<file path="src/rtl/wsdb_pkg.sv">
// Shared constants and types for the work-stealing deque bank.
package wsdb_pkg;

  // Bank geometry
  localparam int NUM_DEQUES  = 8;
  localparam int DEQUE_DEPTH = 256;

  // Field widths
  localparam int OP_W     = 2;
  localparam int DQ_FLD_W = 3;
  localparam int JOB_W    = 32;
  localparam int ST_W     = 2;
  localparam int S_DATA_W = ((DQ_FLD_W + JOB_W + 7) / 8) * 8;
  localparam int M_DATA_W = ((JOB_W + 7) / 8) * 8;

  // Derived widths
  localparam int DQ_W   = (NUM_DEQUES > 1) ? $clog2(NUM_DEQUES) : 1;
  localparam int SLOT_W = $clog2(DEQUE_DEPTH);
  localparam int CNT_W  = $clog2(DEQUE_DEPTH + 1);
  localparam int RAM_DEPTH = NUM_DEQUES * DEQUE_DEPTH;
  localparam int ADDR_W = $clog2(RAM_DEPTH);

  // Operation codes
  localparam logic [OP_W-1:0] OP_PUSH    = 2'd0;
  localparam logic [OP_W-1:0] OP_PUBLISH = 2'd1;
  localparam logic [OP_W-1:0] OP_POP     = 2'd2;
  localparam logic [OP_W-1:0] OP_STEAL   = 2'd3;

  // Result status codes
  localparam logic [ST_W-1:0] ST_DONE   = 2'd0;
  localparam logic [ST_W-1:0] ST_EMPTY  = 2'd1;
  localparam logic [ST_W-1:0] ST_FULL   = 2'd2;
  localparam logic [ST_W-1:0] ST_STAGED = 2'd3;

  // Controller to datapath commands
  typedef struct packed {
    logic capture;    // latch the incoming transaction
    logic commit;     // update deque state, write result register
    logic load_read;  // take slot read data into the result register
  } wsdb_cmd_t;

  // Datapath to controller status
  typedef struct packed {
    logic needs_read; // current item takes a job out of the slot memory
  } wsdb_stat_t;

endpackage

</file>
<file path="src/rtl/wsdb_ctrl.sv">
// Sequencing state machine and result-valid flag for the deque bank.
module wsdb_ctrl
  import wsdb_pkg::*;
(
  input  logic       clk,
  input  logic       rst,
  input  logic       in_valid,
  output logic       in_ready,
  output logic       out_valid,
  input  logic       out_ready,
  input  wsdb_stat_t stat,
  output wsdb_cmd_t  cmd
);

  localparam logic [1:0] S_IDLE = 2'd0;
  localparam logic [1:0] S_EXEC = 2'd1;
  localparam logic [1:0] S_READ = 2'd2;

  logic [1:0] state;
  logic [1:0] state_next;
  logic       out_free;
  logic       out_valid_next;

  // result register may be reloaded when empty or emptied this cycle
  assign out_free = !out_valid || out_ready;
  assign in_ready = (state == S_IDLE);

  // commands and next state
  always_comb begin
    cmd        = '0;
    state_next = state;
    unique case (state)
      S_IDLE: begin
        if (in_valid) begin
          cmd.capture = 1'b1;
          state_next  = S_EXEC;
        end
      end
      S_EXEC: begin
        if (out_free) begin
          cmd.commit = 1'b1;
          state_next = stat.needs_read ? S_READ : S_IDLE;
        end
      end
      S_READ: begin
        cmd.load_read = 1'b1;
        state_next    = S_IDLE;
      end
      default: begin
        state_next = S_IDLE;
      end
    endcase
  end

  // result valid: set on load, cleared when the transaction is taken
  always_comb begin
    out_valid_next = out_valid;
    if (out_valid && out_ready) begin
      out_valid_next = 1'b0;
    end
    if ((cmd.commit && !stat.needs_read) || cmd.load_read) begin
      out_valid_next = 1'b1;
    end
  end

  always_ff @(posedge clk) begin
    if (rst) begin
      state     <= S_IDLE;
      out_valid <= 1'b0;
    end else begin
      state     <= state_next;
      out_valid <= out_valid_next;
    end
  end

endmodule

</file>
<file path="config.mk">
export PLATFORM = sky130hd
export DESIGN_NAME = wsdb_ctrl
export DESIGN_NICKNAME = d
export VERILOG_FILES = /design/src/rtl/wsdb_pkg.sv /design/src/rtl/wsdb_ctrl.sv
export SDC_FILE = /design/constraint.sdc
export NUM_CORES = 1
export LEC_CHECK = 0
export ABC_AREA = 1
export CAP_MARGIN = 10
export CORE_AREA = 5 5 42 44
export CTS_BUF_LIST = sky130_fd_sc_hd__clkbuf_8 sky130_fd_sc_hd__clkbuf_16
export CTS_CLUSTER_DIAMETER = 50
export CTS_CLUSTER_SIZE = 24
export DETAILED_ROUTE_END_ITERATION = 8
export DIE_AREA = 0 0 47 49
export DONT_BUFFER_PORTS = 1
export MAX_ROUTING_LAYER = met4
export PLACE_DENSITY_LB_ADDON = 0.08
export SLEW_MARGIN = 20
export SYNTH_ARGS = -nofsm -noshare
export SYNTH_HDL_FRONTEND = slang
export SYNTH_SLANG_ARGS = --single-unit
</file>
<file path="constraint.sdc">
create_clock -name clk -period 1.1 [get_ports clk]
set_clock_uncertainty 0.2 [all_clocks]
set_input_delay 0.11 -clock clk [delete_from_list [all_inputs] [get_ports clk]]
set_output_delay 0.11 -clock clk [all_outputs]
set_load 0.05 [all_outputs]
</file>
==> metrics.csv, run 1 <==
stage,metric,value,unit
status,status,finished with violations,
status,violations,"negative hold slack, negative setup slack",
floorplanning,initial_utilization,11.8,%
clocking,cts_max_level,1,
sta,post-route-period-util,119,%
sta,fin_tns_setup,-795,ps
synthesis,synth_area,165,sq um
sta,finalSetupViolations,5,
setup_path,start_kind,register,
floorplanning,dieArea,2300,sq um
place,post-dp-hpwl,341,um
synthesis,synth.largest_area_cell,dfxtp_1,
clocking,cts_tree,done,
setup_path,critPathMaxFanout,3,
finish,final_area,412,sq um
sta,slew_headroom,83.1,%
synthesis,synth_commonest_cells,"inv_1 (8), nand2_1 (6), nor2_1 (4), dfxtp_1 (3), nor2_2 (2)",
finish,nets,49,
route,wl_per_cell,8.41,um
route,drt_wl_total,496,um
clocking,root_buffer,clkbuf_8,
route,drc,0,
clocking,cts_hold_buf,2,
global_route,grtUsageTotal,5.20,%
setup_path,path_class,reg2out,
sta,slew_violations,0,
synthesis,synth_edf_count,0,
sta,grt_setup_unrepaired,true,
finish,fin_cells,59,
sta,max_freq,0.766,GHz
finish,n_fill_cell,158,
synthesis,yosysUniqueCellTypes,8,
place,place_inst,46,
finish,seq_area,71.3,sq um
finish,drive_above_1_share,72.1,%
pwr,power.leakage,0.186,nW
synthesis,avgSynthCellArea,6.35,sq um
sta,worst_slack,-206,ps
setup_path,regToRegStartpoint,state[0]$_SDFFE_PP0P_,
sta,worst_pin_slew,253,ps
synthesis,syn_nets,31,
place,portBuffers,0,
synthesis,ys_seq_area_share,36.4,%
pwr,max-vdd-ir-drop,0.621,mV
synthesis,ys.flop_type,dfxtp_1,
global_route,grt_pass1_wl,786,um
floorplanning,die_x,47,um
place,place.gp.congestion,0.651,
hold_path,hp-start,out_ready,
finish,diodes,0,
floorplanning,core,1400,sq um
global_route,grt_pass1_vias,204,
flow_run,cap_violations,0,
setup_path,required,790,ps
route,dr_total_vias,204,
hold_path,hold_path.class,in2reg,
route,viasPerCell,3.46,
finish,multi_input_area,103,sq um
synthesis,syn_inst,26,
place,pre_cts_ws,-11.8,ps
global_route,grt_max_degree,5,
clocking,numCtsBuffers,3,
synthesis,synth_top_cell_area_share,36.4,%
global_route,antenna_found_initial,0,
place,dpl_cell_area,251,sq um
route,first_pass_iters,2,
synthesis,synthArstFlopShare,0,%
setup_path,cp-end-kind,primary output,
floorplanning,die_h,49,um
floorplanning,core.rowCount,14,
synthesis,synth_seq_cells,3,
sta,hold_viol,2,
global_route,grt_overflow,0,
setup_path,crit_start,state[0]$_SDFFE_PP0P_,
clocking,cts.sinks,3,
floorplanning,io_pins,10,
finish,area_delta_synth_final,149,%
clocking,clock_latency,210,ps
pwr,power_density,1360,nW/um^2
clocking,clk_pin_slew,30,ps
sta,min_period,1310,ps
sta,fin_hold_ws,-104,ps
setup_path,cp.arrival,1000,ps
route,route.antenna.remaining_nets,0,
synthesis,synth.most_common_cell,inv_1,
route,dr.first_iter.drc_count,3,
synthesis,yosys_warnings,0,
synthesis,synth_area_leaders,"dfxtp_1 (36%), inv_1 (18%), nand2_1 (14%)",
clocking,clockBufferDepth,2,
metal layers:
metal,part of all wire [%],up-vias,global-route usage (%),wire [um]
met3,8.1,2,2.58,40
li1,-,105,-,-
met5,0,-,-,0
met2,54,7,6.11,269
met4,3.0,0,5.53,15
met1,34,90,5.71,170
through the flow:
stage               total power [W]  hold slack [ps]  utilization [%]
floorplan                  0.000193            -34.9                -
global placement           0.000213            -31.4             17.9
detailed placement         0.000212            -33.5             17.9
CTS                        0.000548            -98.1             24.5
global route               0.000596            -75.3             29.4
finish                     0.000559             -104             29.4
layout make-up:
cell class	count	area share (%)
repair buffers	13	31.6
inverters	8	10.3
multi-input cells	15	24.9
well taps	16	4.86
clock buffers	3	10.0
flip-flops and latches	3	17.3
clock inverters	1	0.912
power by group:
group	switching, W	leakage (nW)	total, W	internal [W]
registers	0.00000762	0.0267	0.000119	0.000112
clock network	0.0000705	0.0269	0.000308	0.000237
logic	0.0000760	0.132	0.000132	0.0000564
total	0.000154	0.186	0.000559	0.000405
worst max-delay path, stage by stage, from the launching register on:
cell     delay [ps]
dfxtp_4         370
inv_4            40
buf_4           130
nand2_4          80
inv_4            40
buf_12          130
worst paths after layout:
| check | cells past startpoint | end | slack [ps] |
|---|---|---|---|
| setup / recovery | 5 | cmd[0] | -210 |
| hold / removal | 3 | state[0]$_SDFFE_PP0P_ | -100 |
| setup reg to reg | 7 | out_valid$_SDFFE_PP0P_ | -70 |
| hold reg to reg | 4 | state[0]$_SDFFE_PP0P_ | 390 |
cell usage in the layout (no fill, tap or decap):
cell           count
clkinvlp_4         2
buf_4              7
buf_12             1
buf_6              2
buf_8              1
inv_1              5
inv_4              2
dfxtp_4            3
a21oi_2            1
nand2_1            2
nor3_2             1
clkbuf_8           3
nor2_4             2
nand2_4            1
dlygate4sd3_1      2
nand2_2            4
nor2_2             1
nor2_1             3
cell families (layout without fill, tap and decap cells):
kind of cell	after synthesis	after routing	share of synthesized area (%)
AO/OA/AOI/OAI	1	1	5.30
AND/OR/NAND/NOR	14	14	40.1
buffers and inverters	8	25	18.2
flip-flops	3	3	36.4
registers in the layout (all words and copies together) (netlist names):
| register | count |
|---|---|
| out_valid | 1 |
| state | 2 |
repair_timing:
action | in CTS | in global routing
setup endpoints to repair | 5 | 6
resized for setup | 5 | 10
buffers inserted | 2 | 5
hold endpoints to repair | 3 | 1
pin swaps | 3 | 6
cloned | 0 | 0
Note: power is estimated with default switching activity, not from simulation.
==> run 2: changes to the inputs <==
--- a/config.mk
+++ b/config.mk
@@ -7,6 +7,8 @@
 export LEC_CHECK = 0
 export ABC_AREA = 1
 export CAP_MARGIN = 10
+export CELL_PAD_IN_SITES_DETAIL_PLACEMENT = 1
+export CELL_PAD_IN_SITES_GLOBAL_PLACEMENT = 1
 export CORE_AREA = 5 5 42 44
 export CTS_BUF_LIST = sky130_fd_sc_hd__clkbuf_8 sky130_fd_sc_hd__clkbuf_16
 export CTS_CLUSTER_DIAMETER = 50
==> run 2 against run 1 <==
Effect of this change: the run still ends with negative hold slack, negative setup slack left; non-clock buffer count down 3; cell count down 5.1%; first-iteration DRC count down 100%; via count down 2.5%; die area unchanged; global-route usage down 0.44 points; routed wire length down 2.6%; maximum frequency up 0.77%; critical path type unchanged; largest cell class unchanged.
==> metrics.csv, run 2 (synthesis results as in run 1) <==
stage,metric,value,unit
finish,area_delta_synth_final,133,%
clocking,clockBufferDepth,2,
setup_path,cp.arrival,990,ps
route,wl_met3,42,um
route,wl_met2,245,um
pwr,power_density,1430,nW/um^2
clocking,cts_hold_buf,3,
sta,grt_setup_unrepaired,true,
status,status,finished with violations,
sta,slew_violations,0,
finish,nets,46,
pwr,p_clk_share,55.4,%
global_route,grt_max_degree,5,
sta,min_period,1300,ps
finish,final_cell_mix,"inv_1 (5), nor2_1 (4), buf_4 (4)",
clocking,clock_latency,210,ps
pwr,max-vdd-ir-drop,0.644,mV
finish,drive_above_1_share,62.5,%
sta,fin_tns_setup,-735,ps
global_route,grt_pass1_wl,724,um
clocking,cts_tree,done,
setup_path,cp-end-kind,primary output,
finish,reg_top3,"state (2), out_valid (1)",
sta,slew_headroom,83.1,%
route,dr.first_iter.drc_count,0,
pwr,pwr-share-comb,22.8,%
setup_path,required,790,ps
clocking,cts.sinks,3,
sta,finalSetupViolations,5,
setup_path,start_kind,register,
route,wl_per_cell,8.63,um
place,post-dp-hpwl,392,um
floorplanning,die_x,47,um
global_route,grtUsageTotal,4.76,%
floorplanning,dieArea,2300,sq um
setup_path,crit_slowest_cell,dfxtp_4,
floorplanning,die_h,49,um
pwr,power.leakage,0.169,nW
route,viasPerCell,3.55,
floorplanning,io_pins,10,
finish,regMostFlops,state,
finish,largest_register_ffs,2,
route,route.layer.met1.wl,179,um
floorplanning,core,1400,sq um
sta,post-route-period-util,118,%
route,dr_total_vias,199,
setup_path,path_class,reg2out,
floorplanning,core.rowCount,14,
finish,final_common_cell,inv_1,
route,first_pass_iters,1,
flow_run,cap_violations,0,
status,violations,"negative hold slack, negative setup slack",
setup_path,path_cells,inv_4 -> nor2_4 -> nand2_4 -> clkinvlp_4,
finish,diodes,0,
clocking,root_buffer,clkbuf_8,
finish,seq_area,71.3,sq um
pwr,switching_share,27.2,%
place,pre_cts_ws,-31.3,ps
clocking,clk_pin_slew,30,ps
route,dr.max_layer_used,met4,
pwr,internal_power,0.000400,W
pwr,p_total,0.000549,W
finish,multi_input_area,103,sq um
place,portBuffers,0,
route,drt_wl_total,483,um
setup_path,critPathMaxFanout,3,
floorplanning,initial_utilization,11.8,%
sta,worst_pin_slew,253,ps
finish,n_fill_cell,172,
sta,max_freq,0.771,GHz
setup_path,critPathMaxStageDelay,370,ps
route,drc,0,
place,place.gp.congestion,0.587,
global_route,grt_pass1_vias,200,
hold_path,hold_path.class,in2reg,
pwr,p_seq_share,21.8,%
global_route,grt_overflow,0,
route,route.antenna.remaining_nets,0,
clocking,numCtsBuffers,3,
clocking,cts_max_level,1,
sta,hold_viol,1,
pwr,p_sw,0.000150,W
sta,fin_hold_ws,-43.1,ps
place,place_inst,46,
finish,fin_cells,56,
sta,worst_slack,-196,ps
global_route,antenna_found_initial,0,
[run 2: critical path, delay by kind of cell (launching register included)]
family,cells,cell delay (ps)
buf+inv,2,230
flops,1,370
simple gates,2,170
[run 2: per-layer routing]
metal  vias to the layer above  track usage, %
met5                         -               -
met4                         0            5.53
met3                         2               0
met2                         9            7.01
met1                        89            5.03
li1                         99               -
[run 2: area by class of cell]
cell class / count / area share [%]
Inverter: 8 / 10.4
Sequential cell: 3 / 18.5
Clock buffer: 3 / 10.7
Timing Repair Buffer: 10 / 27.6
Tap cell: 16 / 5.19
Clock inverter: 1 / 0.974
Multi-Input combinational cell: 15 / 26.6
[run 2: path summary, 6_finish.rpt]
check                                       startpoint               endpoint  slack, ps  cells after the start
worst max-delay path             state[0]$_SDFFE_PP0P_                 cmd[1]       -200                      4
worst min-delay path                          in_valid  state[0]$_SDFFE_PP0P_        -40                      3
worst max register to register   state[0]$_SDFFE_PP0P_  state[1]$_SDFFE_PP0P_        -10                      5
worst min register to register  out_valid$_SDFFE_PP0P_  state[0]$_SDFFE_PP0P_        400                      4
[run 2: power by group through the flow]
stage,Sequential (W),Combinational [W],Clock (W)
final,0.000120,0.000125,0.000304
after global routing,0.000121,0.000133,0.000317
after CTS,0.000120,0.000118,0.000315
after detailed placement,0.000122,0.0000911,0
after global placement,0.000122,0.0000912,0
after floorplan,0.000128,0.0000644,0
[run 2: stage by stage]
stage	hold slack (ps)	cell area, sq um	util (%)
finish	-43.1	385	27.5
global route	-32.5	385	27.5
floorplan	-34.9	189	-
global placement	-33.0	251	17.9
detailed placement	-32.4	251	17.9
CTS	-47.0	363	25.9
[run 2: what timing repair did]
item,CTS,global route
setup buffers,3,1
pin swaps,4,5
setup endpoints to repair,5,6
hold endpoints to repair,3,1
resized for setup,6,6
==> run 3: changes to the inputs <==
--- a/config.mk
+++ b/config.mk
@@ -7,8 +7,6 @@
 export LEC_CHECK = 0
 export ABC_AREA = 1
 export CAP_MARGIN = 10
-export CELL_PAD_IN_SITES_DETAIL_PLACEMENT = 1
-export CELL_PAD_IN_SITES_GLOBAL_PLACEMENT = 1
 export CORE_AREA = 5 5 42 44
 export CTS_BUF_LIST = sky130_fd_sc_hd__clkbuf_8 sky130_fd_sc_hd__clkbuf_16
 export CTS_CLUSTER_DIAMETER = 50
@@ -18,6 +16,7 @@
 export DONT_BUFFER_PORTS = 1
 export MAX_ROUTING_LAYER = met4
 export PLACE_DENSITY_LB_ADDON = 0.08
+export REMOVE_ABC_BUFFERS = 1
 export SLEW_MARGIN = 20
 export SYNTH_ARGS = -nofsm -noshare
 export SYNTH_HDL_FRONTEND = slang
==> run 3 against run 2 <==
Effect of this change: the run still ends with negative hold slack, negative setup slack left; routed wire length fell by 2.1%; cell count up 5.4%; die area unchanged; register-to-register slack worse by 110 ps; core utilization up 1.9 points; critical path depth increased by 1; non-clock buffer count up 3; sequential cell count did not move.
==> metrics.csv, run 3 (synthesis results as in run 1) <==
stage,metric,value,unit
finish,regMostFlops,state,
flow_run,cap_violations,0,
pwr,power_density,1380,nW/um^2
sta,post-route-period-util,116,%
sta,slew_headroom,85.4,%
finish,drive_above_1_share,60.5,%
clocking,cts_hold_buf,3,
sta,worst_slack,-173,ps
setup_path,crit_family,flip-flops,
route,first_pass_iters,1,
global_route,grtUsageTotal,5.12,%
setup_path,critPathMaxFanout,3,
floorplanning,initial_utilization,11.8,%
setup_path,required,790,ps
place,post-dp-hpwl,345,um
clocking,clockBufferDepth,2,
hold_path,hold_path.class,in2reg,
setup_path,reg2reg_depth,6,
sta,hold_viol,1,
finish,area_delta_synth_final,149,%
pwr,max-vdd-ir-drop,0.692,mV
setup_path,regToRegStartpoint,state[0]$_SDFFE_PP0P_,
clocking,cts_max_level,1,
setup_path,path_cells,inv_4 -> nor2_4 -> nand2_2 -> inv_2 -> buf_12,
sta,max_freq,0.786,GHz
route,drt_wl_total,473,um
setup_path,start_kind,register,
place,portBuffers,0,
global_route,antenna_found_initial,0,
setup_path,worst-path-buf-inv,3,
sta,slew_violations,0,
setup_path,r2r_slack,-120,ps
clocking,cts.sinks,3,
route,viasPerCell,3.24,
route,dr_total_vias,191,
setup_path,path_class,reg2out,
finish,reg_top3,"state (2), out_valid (1)",
sta,min_period,1270,ps
global_route,grt_overflow,0,
route,drc,0,
finish,fin_cells,59,
sta,finalSetupViolations,5,
setup_path,cp-end-kind,primary output,
clocking,clock_latency,210,ps
floorplanning,dieArea,2300,sq um
route,route.antenna.remaining_nets,0,
finish,nets,49,
global_route,grt_pass1_vias,204,
setup_path,reg2reg_to,state[1]$_SDFFE_PP0P_,
status,violations,"negative hold slack, negative setup slack",
route,dr.first_iter.drc_count,0,
floorplanning,die_x,47,um
clocking,root_buffer,clkbuf_8,
sta,fin_hold_ws,-67.5,ps
place,place_inst,49,
global_route,grt_pass1_wl,731,um
floorplanning,io_pins,10,
clocking,cts_tree,done,
floorplanning,die_h,49,um
setup_path,crit_slowest_cell,dfxtp_4,
floorplanning,core.rowCount,14,
sta,grt_setup_unrepaired,true,
clocking,clk_pin_slew,30,ps
finish,largest_register_ffs,2,
route,wl_per_cell,8.02,um
hold_path,hp-start,in_valid,
status,status,finished with violations,
place,place.gp.congestion,0.712,
sta,fin_tns_setup,-613,ps
floorplanning,core,1400,sq um
clocking,numCtsBuffers,3,
finish,final_util,29.4,%
pwr,power.leakage,0.199,nW
hold_path,hold_path_depth,3,
hold_path,holdPathEnd,state[0]$_SDFFE_PP0P_,
place,pre_cts_ws,-38.3,ps
pwr,p_total,0.000570,W
sta,worst_pin_slew,219,ps
global_route,grt_max_degree,5,
setup_path,cp.arrival,960,ps
finish,diodes,0,
finish,final_cell_mix,"inv_1 (5), buf_4 (5), nand2_1 (4), nor2_1 (4)",
setup_path,critPathMaxStageDelay,360,ps
## run 3: tightest hold or removal path: cells and delay by family
kind | cells | cell delay (ps)
buffers and inverters | 1 | 100
AND/OR/NAND/NOR | 1 | 50
AO/OA/AOI/OAI | 1 | 40
## run 3: power by group
| group | switching (W) | total, W | leakage (nW) | internal (W) |
|---|---|---|---|---|
| clock | 0.0000691 | 0.000306 | 0.0269 | 0.000237 |
| sequential | 0.00000717 | 0.000120 | 0.0260 | 0.000113 |
| combinational | 0.0000758 | 0.000143 | 0.146 | 0.0000676 |
## run 3: metrics by stage
stage                     instance area [sq um]  hold slack, ps
after global routing                        412           -56.0
after global placement                      275           -24.8
after detailed placement                    275           -25.3
after CTS                                   385           -82.5
final                                       412           -67.5
after floorplan                             165           -27.6
## run 3: per-layer routing
layer | wire [um] | up-vias | track usage [%]
li1 | - | 106 | -
met1 | 208 | 78 | 5.04
met2 | 236 | 7 | 6.11
met3 | 28 | 0 | 2.21
met4 | 0 | 0 | 6.91
met5 | 0 | - | -
## run 3: worst max path at each step
stage / startpoint / to / slack [ps] / cells past startpoint
finish: state[0]$_SDFFE_PP0P_ / cmd[1] / -170 / 5
global route: state[0]$_SDFFE_PP0P_ / cmd[2] / -210 / 4
CTS: state[0]$_SDFFE_PP0P_ / cmd[2] / -200 / 4
detailed placement: state[0]$_SDFFE_PP0P_ / cmd[1] / -40 / 5
global placement: state[0]$_SDFFE_PP0P_ / cmd[1] / -50 / 5
floorplan: state[1]$_SDFFE_PP0P_ / cmd[2] / -470 / 3
## run 3: area by class of cell
type                    count  area [sq um]
repair buffers             13           150
multi-input cells          15          96.3
clock inverters             1          3.75
inverters                   8          32.5
flip-flops and latches      3          67.6
well taps                  16          20.0
fillers                   161           990
clock buffers               3          41.3
## run 3: what timing repair did
item | 4_1_cts | 5_1_grt
endpoints found under the hold margin | 3 | 1
pin swaps | 2 | 3
resized for setup | 8 | 8
gates cloned | 0 | 0
setup endpoints to repair | 5 | 7
buffers inserted | 3 | 1
